**config.mk**
```make
export PLATFORM = sky130hd
export DESIGN_NAME = frequency_ordered_list_flat
export DESIGN_NICKNAME = d
export VERILOG_FILES = /design/src/hw/rtl/fol_pkg.sv /design/src/hw/rtl/fol_in_if.sv /design/src/hw/rtl/fol_out_if.sv /design/src/hw/rtl/fol_ram.sv /design/src/hw/rtl/fol_ctrl.sv /design/src/hw/rtl/fol_datapath.sv /design/src/hw/rtl/frequency_ordered_list.sv /design/src/flat_wrapper.sv
export SDC_FILE = /design/constraint.sdc
export NUM_CORES = 2
export LEC_CHECK = 0
export ABC_AREA = 1
export BUFFER_PORTS_ARGS = -buffer_cell sky130_fd_sc_hd__buf_2
export CORE_MARGIN = 1
export CORE_UTILIZATION = 60
export CTS_CLUSTER_SIZE = 8
export DETAILED_ROUTE_END_ITERATION = 12
export GPL_TIMING_DRIVEN = 0
export PLACE_DENSITY_LB_ADDON = 0.3
export SETUP_SLACK_MARGIN = 0.05
export SYNTH_ARGS = -nofsm -noshare
export SYNTH_HDL_FRONTEND = slang
export SYNTH_HIERARCHICAL = 1
export SYNTH_SLANG_ARGS = --single-unit
```
**constraint.sdc**
```tcl
create_clock -name clk -period 7.4 [get_ports clk]
set_clock_uncertainty 0.2 [all_clocks]
set_input_delay 1.11 -clock clk [delete_from_list [all_inputs] [get_ports clk]]
set_output_delay 1.11 -clock clk [all_outputs]
set_load 0.1 [all_outputs]
```
**src/hw/rtl/fol_pkg.sv**
```systemverilog
package fol_pkg;

    // Default sizing of the table.
    localparam int FOL_DEPTH      = 16;
    localparam int FOL_COUNT_BITS = 16;

    // Fixed field widths.
    localparam int KEY_W       = 32;
    localparam int SEQ_W       = 16;
    localparam int POS_W       = 4;
    localparam int CNT_OUT_W   = 16;
    localparam int MAX_RESULTS = 16;

    localparam logic [SEQ_W-1:0] SEQ_MAX = {SEQ_W{1'b1}};

    // Input action codes.
    localparam logic [1:0] ACT_APPEND = 2'd0;
    localparam logic [1:0] ACT_ACCESS = 2'd1;
    localparam logic [1:0] ACT_DUMP   = 2'd2;

    // Result status codes.
    localparam logic [1:0] ST_OK        = 2'd0;
    localparam logic [1:0] ST_NOT_FOUND = 2'd1;
    localparam logic [1:0] ST_FULL      = 2'd2;
    localparam logic [1:0] ST_EMPTY     = 2'd3;

    // Which result the datapath loads into the output register.
    typedef enum logic [2:0] {
        RES_APPEND = 3'd0,
        RES_FULL   = 3'd1,
        RES_MISS   = 3'd2,
        RES_ACCESS = 3'd3,
        RES_EMPTY  = 3'd4,
        RES_DUMP   = 3'd5
    } res_kind_t;

    // Commands from the controller to the datapath.
    typedef struct packed {
        logic      start;
        logic      rd_idx;
        logic      rd_prev;
        logic      idx_inc;
        logic      hit_take;
        logic      move_write;
        logic      place_write;
        logic      append_write;
        logic      out_load;
        res_kind_t res;
    } fol_cmd_t;

    // Status from the datapath to the controller.
    typedef struct packed {
        logic full;
        logic empty;
        logic hit;
        logic scan_end;
        logic stop;
        logic idx_zero;
        logic idx_one;
        logic dump_last;
        logic out_free;
    } fol_sts_t;

endpackage

```
**src/hw/rtl/fol_in_if.sv**
```systemverilog
interface fol_in_if;
    import fol_pkg::*;

    logic                    valid;
    logic                    ready;
    logic [1:0]              action;
    logic signed [KEY_W-1:0] key;

    modport source (output valid, output action, output key, input ready);
    modport sink (input valid, input action, input key, output ready);
endinterface

```
**src/hw/rtl/fol_out_if.sv**
```systemverilog
interface fol_out_if;
    import fol_pkg::*;

    logic                    valid;
    logic                    ready;
    logic [1:0]              status;
    logic signed [KEY_W-1:0] entry_value;
    logic [CNT_OUT_W-1:0]    access_count;
    logic [POS_W-1:0]        position;
    logic                    last;

    modport source (
        output valid, output status, output entry_value, output access_count,
        output position, output last, input ready
    );
    modport sink (
        input valid, input status, input entry_value, input access_count,
        input position, input last, output ready
    );
endinterface

```
**src/hw/rtl/fol_ram.sv**
```systemverilog
module fol_ram #(
    parameter int WIDTH = 64,
    parameter int DEPTH = 16
) (
    input  logic                     clk,
    input  logic                     wr_en,
    input  logic [$clog2(DEPTH)-1:0] wr_addr,
    input  logic [WIDTH-1:0]         wr_data,
    input  logic                     rd_en,
    input  logic [$clog2(DEPTH)-1:0] rd_addr,
    output logic [WIDTH-1:0]         rd_data
);

    logic [WIDTH-1:0] mem [DEPTH];

    // One write port and one registered read port.
    always_ff @(posedge clk)
    begin
        if (wr_en)
        begin
            mem[wr_addr] <= wr_data;
        end
        if (rd_en)
        begin
            rd_data <= mem[rd_addr];
        end
    end

endmodule

```
**src/hw/rtl/fol_ctrl.sv**
```systemverilog
module fol_ctrl (
    input  logic             clk,
    input  logic             rst_n,
    input  logic             in_valid,
    input  logic [1:0]       in_action,
    output logic             in_ready,
    input  fol_pkg::fol_sts_t sts,
    output fol_pkg::fol_cmd_t cmd
);
    import fol_pkg::*;

    typedef enum logic [10:0] {
        S_IDLE      = 11'b000_0000_0001,
        S_APPEND    = 11'b000_0000_0010,
        S_SCAN_RD   = 11'b000_0000_0100,
        S_SCAN_CMP  = 11'b000_0000_1000,
        S_MOVE_RD   = 11'b000_0001_0000,
        S_MOVE_CMP  = 11'b000_0010_0000,
        S_PLACE     = 11'b000_0100_0000,
        S_MISS      = 11'b000_1000_0000,
        S_EMPTY     = 11'b001_0000_0000,
        S_DUMP_RD   = 11'b010_0000_0000,
        S_DUMP_EMIT = 11'b100_0000_0000
    } state_t;

    state_t state_reg;
    state_t state_next;

    // State register.
    always_ff @(posedge clk or negedge rst_n)
    begin
        if (!rst_n)
        begin
            state_reg <= S_IDLE;
        end
        else
        begin
            state_reg <= state_next;
        end
    end

    // Next state and datapath commands.
    always_comb
    begin
        state_next = state_reg;
        cmd        = '0;
        cmd.res    = RES_APPEND;
        in_ready   = 1'b0;
        unique case (state_reg)
            S_IDLE:
            begin
                in_ready = 1'b1;
                if (in_valid)
                begin
                    unique case (in_action)
                        ACT_APPEND:
                        begin
                            cmd.start  = 1'b1;
                            state_next = S_APPEND;
                        end
                        ACT_ACCESS:
                        begin
                            cmd.start  = 1'b1;
                            state_next = sts.empty ? S_MISS : S_SCAN_RD;
                        end
                        ACT_DUMP:
                        begin
                            cmd.start  = 1'b1;
                            state_next = sts.empty ? S_EMPTY : S_DUMP_RD;
                        end
                        default:
                        begin
                            state_next = S_IDLE;
                        end
                    endcase
                end
            end
            S_APPEND:
            begin
                if (sts.out_free)
                begin
                    cmd.out_load     = 1'b1;
                    cmd.res          = sts.full ? RES_FULL : RES_APPEND;
                    cmd.append_write = !sts.full;
                    state_next       = S_IDLE;
                end
            end
            S_SCAN_RD:
            begin
                cmd.rd_idx = 1'b1;
                state_next = S_SCAN_CMP;
            end
            S_SCAN_CMP:
            begin
                if (sts.hit)
                begin
                    cmd.hit_take = 1'b1;
                    state_next   = sts.idx_zero ? S_PLACE : S_MOVE_RD;
                end
                else if (sts.scan_end)
                begin
                    state_next = S_MISS;
                end
                else
                begin
                    cmd.idx_inc = 1'b1;
                    state_next  = S_SCAN_RD;
                end
            end
            S_MOVE_RD:
            begin
                cmd.rd_prev = 1'b1;
                state_next  = S_MOVE_CMP;
            end
            S_MOVE_CMP:
            begin
                if (sts.stop)
                begin
                    state_next = S_PLACE;
                end
                else
                begin
                    cmd.move_write = 1'b1;
                    state_next     = sts.idx_one ? S_PLACE : S_MOVE_RD;
                end
            end
            S_PLACE:
            begin
                if (sts.out_free)
                begin
                    cmd.place_write = 1'b1;
                    cmd.out_load    = 1'b1;
                    cmd.res         = RES_ACCESS;
                    state_next      = S_IDLE;
                end
            end
            S_MISS:
            begin
                if (sts.out_free)
                begin
                    cmd.out_load = 1'b1;
                    cmd.res      = RES_MISS;
                    state_next   = S_IDLE;
                end
            end
            S_EMPTY:
            begin
                if (sts.out_free)
                begin
                    cmd.out_load = 1'b1;
                    cmd.res      = RES_EMPTY;
                    state_next   = S_IDLE;
                end
            end
            S_DUMP_RD:
            begin
                cmd.rd_idx = 1'b1;
                state_next = S_DUMP_EMIT;
            end
            S_DUMP_EMIT:
            begin
                if (sts.out_free)
                begin
                    cmd.out_load = 1'b1;
                    cmd.res      = RES_DUMP;
                    if (sts.dump_last)
                    begin
                        state_next = S_IDLE;
                    end
                    else
                    begin
                        cmd.idx_inc = 1'b1;
                        state_next  = S_DUMP_RD;
                    end
                end
            end
            default:
            begin
                state_next = S_IDLE;
            end
        endcase
    end

endmodule

```
**src/hw/rtl/fol_datapath.sv**
```systemverilog
module fol_datapath #(
    parameter int DEPTH      = fol_pkg::FOL_DEPTH,
    parameter int COUNT_BITS = fol_pkg::FOL_COUNT_BITS
) (
    input  logic                            clk,
    input  logic                            rst_n,
    input  logic signed [fol_pkg::KEY_W-1:0] in_key,
    input  fol_pkg::fol_cmd_t               cmd,
    output fol_pkg::fol_sts_t               sts,
    output logic                            out_valid,
    input  logic                            out_ready,
    output logic [1:0]                      out_status,
    output logic signed [fol_pkg::KEY_W-1:0] out_entry_value,
    output logic [fol_pkg::CNT_OUT_W-1:0]   out_access_count,
    output logic [fol_pkg::POS_W-1:0]       out_position,
    output logic                            out_last
);
    import fol_pkg::*;

    localparam int IDX_W   = $clog2(DEPTH);
    localparam int USED_W  = $clog2(DEPTH + 1);
    localparam int ENTRY_W = KEY_W + SEQ_W + COUNT_BITS;
    localparam logic [COUNT_BITS-1:0] CMAX = {COUNT_BITS{1'b1}};

    logic [USED_W-1:0]     used_reg;
    logic [SEQ_W-1:0]      next_seq_reg;
    logic [IDX_W-1:0]      idx_reg;
    logic [KEY_W-1:0]      key_reg;
    logic [COUNT_BITS-1:0] cnt_new_reg;
    logic [SEQ_W-1:0]      seq_new_reg;

    logic [ENTRY_W-1:0]    ram_rd_data;
    logic [ENTRY_W-1:0]    ram_wr_data;
    logic [IDX_W-1:0]      ram_wr_addr;
    logic [IDX_W-1:0]      ram_rd_addr;
    logic                  ram_wr_en;
    logic [KEY_W-1:0]      rd_key;
    logic [SEQ_W-1:0]      rd_seq;
    logic [COUNT_BITS-1:0] rd_cnt;
    logic [IDX_W-1:0]      idx_prev;
    logic [USED_W-1:0]     used_m1;

    logic                  out_valid_reg;
    logic [1:0]            status_reg;
    logic [KEY_W-1:0]      value_reg;
    logic [CNT_OUT_W-1:0]  count_reg;
    logic [POS_W-1:0]      pos_reg;
    logic                  last_reg;

    // Entry layout: key on top, first-access sequence, then the count.
    assign rd_key   = ram_rd_data[ENTRY_W-1 -: KEY_W];
    assign rd_seq   = ram_rd_data[COUNT_BITS +: SEQ_W];
    assign rd_cnt   = ram_rd_data[COUNT_BITS-1:0];
    assign idx_prev = idx_reg - 1'b1;
    assign used_m1  = used_reg - 1'b1;

    // Table storage.
    assign ram_rd_addr = cmd.rd_prev ? idx_prev : idx_reg;
    assign ram_wr_en   = cmd.append_write || cmd.move_write || cmd.place_write;
    assign ram_wr_addr = cmd.append_write ? IDX_W'(used_reg) : idx_reg;

    always_comb
    begin
        if (cmd.append_write)
        begin
            ram_wr_data = {key_reg, {SEQ_W{1'b0}}, {COUNT_BITS{1'b0}}};
        end
        else if (cmd.place_write)
        begin
            ram_wr_data = {key_reg, seq_new_reg, cnt_new_reg};
        end
        else
        begin
            ram_wr_data = ram_rd_data;
        end
    end

    fol_ram #(
        .WIDTH (ENTRY_W),
        .DEPTH (DEPTH)
    ) u_ram (
        .clk     (clk),
        .wr_en   (ram_wr_en),
        .wr_addr (ram_wr_addr),
        .wr_data (ram_wr_data),
        .rd_en   (cmd.rd_idx || cmd.rd_prev),
        .rd_addr (ram_rd_addr),
        .rd_data (ram_rd_data)
    );

    // Status toward the controller.
    assign sts.full      = (used_reg == USED_W'(DEPTH));
    assign sts.empty     = (used_reg == '0);
    assign sts.hit       = (rd_key == key_reg);
    assign sts.scan_end  = (USED_W'(idx_reg) == used_m1);
    assign sts.stop      = (rd_cnt > cnt_new_reg) ||
                           ((rd_cnt == cnt_new_reg) && (rd_seq < seq_new_reg));
    assign sts.idx_zero  = (idx_reg == '0);
    assign sts.idx_one   = (idx_reg == IDX_W'(1));
    assign sts.dump_last = (USED_W'(idx_reg) == used_m1) ||
                           (32'(idx_reg) == 32'(MAX_RESULTS - 1));
    assign sts.out_free  = !out_valid_reg || out_ready;

    // Table bookkeeping and the scan / move index.
    always_ff @(posedge clk or negedge rst_n)
    begin
        if (!rst_n)
        begin
            used_reg     <= '0;
            next_seq_reg <= SEQ_W'(1);
            idx_reg      <= '0;
        end
        else
        begin
            if (cmd.append_write)
            begin
                used_reg <= used_reg + 1'b1;
            end
            if (cmd.hit_take && (rd_seq == '0) && (next_seq_reg != SEQ_MAX))
            begin
                next_seq_reg <= next_seq_reg + 1'b1;
            end
            if (cmd.start)
            begin
                idx_reg <= '0;
            end
            else if (cmd.idx_inc)
            begin
                idx_reg <= idx_reg + 1'b1;
            end
            else if (cmd.move_write)
            begin
                idx_reg <= idx_prev;
            end
        end
    end

    // Operand and the updated count and sequence of the hit entry.
    always_ff @(posedge clk)
    begin
        if (cmd.start)
        begin
            key_reg <= in_key;
        end
        if (cmd.hit_take)
        begin
            cnt_new_reg <= (rd_cnt == CMAX) ? rd_cnt : rd_cnt + 1'b1;
            seq_new_reg <= (rd_seq == '0) ? next_seq_reg : rd_seq;
        end
    end

    // Output register valid flag.
    always_ff @(posedge clk or negedge rst_n)
    begin
        if (!rst_n)
        begin
            out_valid_reg <= 1'b0;
        end
        else if (cmd.out_load)
        begin
            out_valid_reg <= 1'b1;
        end
        else if (out_ready)
        begin
            out_valid_reg <= 1'b0;
        end
    end

    // Output register payload. Only a dump result can be followed by another.
    always_ff @(posedge clk)
    begin
        if (cmd.out_load)
        begin
            last_reg <= (cmd.res == RES_DUMP) ? sts.dump_last : 1'b1;
            case (cmd.res)
                RES_APPEND:
                begin
                    status_reg <= ST_OK;
                    value_reg  <= key_reg;
                    count_reg  <= '0;
                    pos_reg    <= POS_W'(used_reg);
                end
                RES_FULL:
                begin
                    status_reg <= ST_FULL;
                    value_reg  <= key_reg;
                    count_reg  <= '0;
                    pos_reg    <= '0;
                end
                RES_MISS:
                begin
                    status_reg <= ST_NOT_FOUND;
                    value_reg  <= key_reg;
                    count_reg  <= '0;
                    pos_reg    <= '0;
                end
                RES_ACCESS:
                begin
                    status_reg <= ST_OK;
                    value_reg  <= key_reg;
                    count_reg  <= CNT_OUT_W'(cnt_new_reg);
                    pos_reg    <= POS_W'(idx_reg);
                end
                RES_DUMP:
                begin
                    status_reg <= ST_OK;
                    value_reg  <= rd_key;
                    count_reg  <= CNT_OUT_W'(rd_cnt);
                    pos_reg    <= POS_W'(idx_reg);
                end
                default:
                begin
                    status_reg <= ST_EMPTY;
                    value_reg  <= '0;
                    count_reg  <= '0;
                    pos_reg    <= '0;
                end
            endcase
        end
    end

    assign out_valid        = out_valid_reg;
    assign out_status       = status_reg;
    assign out_entry_value  = value_reg;
    assign out_access_count = count_reg;
    assign out_position     = pos_reg;
    assign out_last         = last_reg;

endmodule

```
**src/hw/rtl/frequency_ordered_list.sv**
```systemverilog
// Frequency-ordered list: a table of up to DEPTH keys kept in order of access
// count, ties broken by the order of first access.
// Input channel (in_ch): one transaction per command, action plus key.
// Append adds the key at the tail, access counts it and moves it forward, dump
// reads the whole table. Output channel (out_ch): one transaction per result;
// append and access give one, dump gives one per entry (at most 16), and last
// marks the final result of a command.
// A new command is taken only while the controller is idle, so one command
// is worked at a time. Append writes the key and loads its result. Access
// reads and compares one entry after another until the hit, then reads and
// moves back each entry that the hit entry passes, then places it; a miss
// reads and compares every entry. Dump reads and emits one entry after
// another. Each read is its own state ahead of its compare or emit state,
// since the read port of the table memory is registered.
// Reset empties the table and sets the sequence counter to one; no memory
// clearing pass is run, the block is ready as soon as reset is released.
// A finished result sits in an output register; while the receiver stalls,
// the block holds that result and can still accept the next command, but
// stops before loading another result until the register frees up.
module frequency_ordered_list #(
    parameter int DEPTH      = fol_pkg::FOL_DEPTH,
    parameter int COUNT_BITS = fol_pkg::FOL_COUNT_BITS
) (
    input  logic       clk,
    input  logic       rst_n,
    fol_in_if.sink     in_ch,
    fol_out_if.source  out_ch
);
    import fol_pkg::*;

    fol_cmd_t cmd;
    fol_sts_t sts;

    // Sequencer.
    fol_ctrl u_ctrl (
        .clk       (clk),
        .rst_n     (rst_n),
        .in_valid  (in_ch.valid),
        .in_action (in_ch.action),
        .in_ready  (in_ch.ready),
        .sts       (sts),
        .cmd       (cmd)
    );

    // Table storage, bookkeeping and output register.
    fol_datapath #(
        .DEPTH      (DEPTH),
        .COUNT_BITS (COUNT_BITS)
    ) u_datapath (
        .clk              (clk),
        .rst_n            (rst_n),
        .in_key           (in_ch.key),
        .cmd              (cmd),
        .sts              (sts),
        .out_valid        (out_ch.valid),
        .out_ready        (out_ch.ready),
        .out_status       (out_ch.status),
        .out_entry_value  (out_ch.entry_value),
        .out_access_count (out_ch.access_count),
        .out_position     (out_ch.position),
        .out_last         (out_ch.last)
    );

endmodule

```
**src/flat_wrapper.sv**
```systemverilog
// flat-port wrapper written by rule: the top's interface ports become plain ports
module frequency_ordered_list_flat import fol_pkg::*;
#(
    parameter int DEPTH      = fol_pkg::FOL_DEPTH,
    parameter int COUNT_BITS = fol_pkg::FOL_COUNT_BITS
)
  (clk, rst_n, in_ch_valid, in_ch_action, in_ch_key, in_ch_ready, out_ch_valid, out_ch_status, out_ch_entry_value, out_ch_access_count, out_ch_position, out_ch_last, out_ch_ready);
  fol_in_if in_ch_i ();
  fol_out_if out_ch_i ();
  input  logic clk;
  input  logic rst_n;
  input wire logic [$bits(in_ch_i.valid)-1:0] in_ch_valid;
  input wire logic [$bits(in_ch_i.action)-1:0] in_ch_action;
  input wire logic [$bits(in_ch_i.key)-1:0] in_ch_key;
  output wire logic [$bits(in_ch_i.ready)-1:0] in_ch_ready;
  output wire logic [$bits(out_ch_i.valid)-1:0] out_ch_valid;
  output wire logic [$bits(out_ch_i.status)-1:0] out_ch_status;
  output wire logic [$bits(out_ch_i.entry_value)-1:0] out_ch_entry_value;
  output wire logic [$bits(out_ch_i.access_count)-1:0] out_ch_access_count;
  output wire logic [$bits(out_ch_i.position)-1:0] out_ch_position;
  output wire logic [$bits(out_ch_i.last)-1:0] out_ch_last;
  input wire logic [$bits(out_ch_i.ready)-1:0] out_ch_ready;
  assign in_ch_i.valid = in_ch_valid;
  assign in_ch_i.action = in_ch_action;
  assign in_ch_i.key = in_ch_key;
  assign in_ch_ready = in_ch_i.ready;
  assign out_ch_valid = out_ch_i.valid;
  assign out_ch_status = out_ch_i.status;
  assign out_ch_entry_value = out_ch_i.entry_value;
  assign out_ch_access_count = out_ch_i.access_count;
  assign out_ch_position = out_ch_i.position;
  assign out_ch_last = out_ch_i.last;
  assign out_ch_i.ready = out_ch_ready;
  frequency_ordered_list #(.DEPTH(DEPTH), .COUNT_BITS(COUNT_BITS)) u_core (.clk(clk), .rst_n(rst_n), .in_ch(in_ch_i), .out_ch(out_ch_i));
endmodule
```
==> results.ini <==
[run_status]
status=completed

[pwr]
p_int_w=0.0148
swShare_pct=37.0
p_sw_w=0.00870
p_leak_nw=27.2
p_comb_share_pct=32.7
irDropWorstVdd_v=0.000290
power_density_nw_per_um2=371
p_seq_share_pct=37.3
finalPower_w=0.0235
p_clk_share_pct=30.0

[cts]
ctsRootBufferMaster=clkbuf_16
clk_path_buf_depth=3
clk_latency_ps=780
htree_levels=4
cts_num_sinks=1244
hold_buffers=0
cts_tree=done
post_cts_resized=0
clk_pin_slew_ps=50
cts-buffers-inserted=173
cts_setup_buffers=0

[layout]
finalNetCount=5780
final_cell_mix=nand2_1 (1636), edfxtp_1 (1207), inv_1 (957)
largest_reg_flops=1024
syn_to_final_growth_pct=14.4
regMostFlops=u_core/u_datapath/u_ram/mem
drive_gt1_share_pct=10.5
fin_area_um2=63400
final_core_util_pct=69.2
layout_commonest_cell=nand2_1
layout_top_registers=u_core/u_datapath/u_ram/mem (1024), u_core/u_datapath/u_ram/rd_data (64)

[place]
dpl_cell_area_um2=58600
dpl.hpwl_um=104000
gp_congestion=0.895
portBuffers=94
dp_slack_ps=2230

[synth]
yosys_warnings=6
yosys_most_used_dff=edfxtp_1
synth-seq-cells=1244
avgSynthCellArea_um2=10.3
synth_edf_count=1207
ys_types=40
synthCells=5366
synthesis.area_um2=55400
seq_area_frac_synth_pct=67.1
async_flop_share_pct=2.97
syn_nets=5442

[grt]
grt_usage_pct=33.9
grt_pass1_vias=39200
antenna_found_initial=4
grt_pass1_wl_um=233000
grt_max_degree=38
overflow=0

[timing]
timing.max_slew.rel_slack_pct=2.08
setup_ws_ps=2680
tns_ps=0
setup_viol=0
rsz0062_at_grt=no
post-route-min-period_ps=4720
fmax_ghz=0.212
slew_viol_final=0
tightest_slew_ps=1460
final-hold-violation-count=0
fin_crit_sh_pct=63.8

[die]
die_h_um=306
rows=111
fp.dieArea_um2=93500
die_w_um=306
core_um2=91500
start_util_pct=60.5
ios=95

[run]
max_cap_violations=0

[worst_setup_path]
arrival_ps=4990
required_ps=7670
reg2reg_setup_slack_ps=2680
crit_chain=inv_1 -> ha_1 -> nand2_1 -> nor2_1 -> nor3_1 -> clkbuf_1 -> nor2_1 -> clkbuf_1 -> nand2_1 -> nand3b_1 -> nor2_4 -> buf_12 -> buf_16 -> buf_16
crit_fanout=21
crit_type=reg2reg
crit_slowest_cell=nor2_4
worst_setup_path_start_kind=flip-flop
endpoint_kind=flip-flop
slowest_delay_ps=600

[detailed_routing]
antenna_left=0
via_count=40200
firstDrtPassIters=8
drtIter0Drc=5267
via_per_inst=5.80
drt-wirelength-per-cell_um=22.9
wl_um=158000
drc_errors=0

[min_path]
min_path_type=in2async

## metrics by stage
stage,hold WS [ps],cells
finish,254,6927
detailed placement,291,6711
CTS,240,6922
global placement,284,6646
global route,291,6926
floorplan,263,5366
## per-layer routing
| layer | vias to the layer above | track usage (%) | part of all wire, % |
|---|---|---|---|
| li1 | 18100 | - | - |
| met1 | 19000 | 43.3 | 36 |
| met2 | 2639 | 54.8 | 47 |
| met4 | 2 | 18.1 | 5.2 |
| met5 | - | 0 | 0.0044 |
| met3 | 485 | 7.14 | 12 |
## worst paths after layout
path,startpoint,endpoint,depth (start not counted)
setup / recovery,u_core/u_datapath/used_reg[0],u_core/u_datapath/u_ram/mem[5][58],14
hold / removal,rst_n,u_core/u_datapath/next_seq_reg[4],1
setup reg to reg,u_core/u_datapath/used_reg[0],u_core/u_datapath/u_ram/mem[5][58],14
hold reg to reg,u_core/u_datapath/next_seq_reg[0],u_core/u_datapath/next_seq_reg[0],2
max in group asynchronous,rst_n,u_core/u_ctrl/state_reg[10],1
min in group clk,in_ch_key[19],u_core/u_datapath/key_reg[19],1
## cells by family (layout without fill, tap and decap cells)
| group | Yosys count | after routing | synth area share (%) |
|---|---|---|---|
| adder cells (fa/ha/maj) | 38 | 38 | 0.858 |
| AND/OR/NAND/NOR | 2602 | 2602 | 19.9 |
| AO/OA/AOI/OAI | 218 | 218 | 2.06 |
| flip-flops | 1244 | 1244 | 67.1 |
| buffers and inverters | 1211 | 1585 | 9.26 |
| other | 0 | 1 | 0 |
| XOR/XNOR | 53 | 53 | 0.838 |
## critical path, delay by kind of cell (launching register included)
family / cells / cell delay, ps
adders and majority gates: 1 / 260
buffers and inverters: 6 / 1640
DFF: 1 / 460
and+or+nand+nor: 7 / 1820
## power by group through the flow
stage	Clock [W]	Combinational, W	Sequential (W)
5_1_grt	0.00738	0.00813	0.00877
6_report	0.00706	0.00769	0.00875
4_1_cts	0.00710	0.00745	0.00875
3_5_place_dp	0	0.00735	0.00888
3_3_place_gp	0	0.00700	0.00892
2_1_floorplan	0	0.00434	0.00907
## cell type report
| class | count | area [um^2] |
|---|---|---|
| inverter | 965 | 3630 |
| antenna | 1 | 2.50 |
| clock inverter | 14 | 269 |
| buffer | 246 | 1510 |
| multi-input combinational | 2911 | 13300 |
| sequential | 1244 | 37200 |
| fill | 6218 | 28200 |
| timing repair buffer | 163 | 1540 |
| clock buffer | 197 | 4460 |
| tap | 1186 | 1480 |
## synth_stat cells (4+ instances only)
master | n | share of area, %
nand2_1 | 1636 | 11
edfxtp_1 | 1207 | 65
inv_1 | 957 | 6.5
nand3_1 | 813 | 7.3
o21ai_0 | 133 | 1.2
buf_2 | 125 | 1.1
nor2_1 | 84 | 0.57
a21oi_1 | 52 | 0.47
buf_6 | 47 | 0.96
clkbuf_1 | 44 | 0.30
ha_1 | 38 | 0.86
dfrtp_1 | 35 | 1.6
xnor2_1 | 27 | 0.43
o22ai_1 | 26 | 0.29
xor2_1 | 26 | 0.41
nand4_1 | 19 | 0.21
nor3_1 | 18 | 0.16
buf_4 | 16 | 0.22
buf_1 | 13 | 0.088
inv_2 | 7 | 0.047
nand2_2 | 4 | 0.045
nor2_2 | 4 | 0.045
Note: power is estimated with default switching activity, not from simulation.
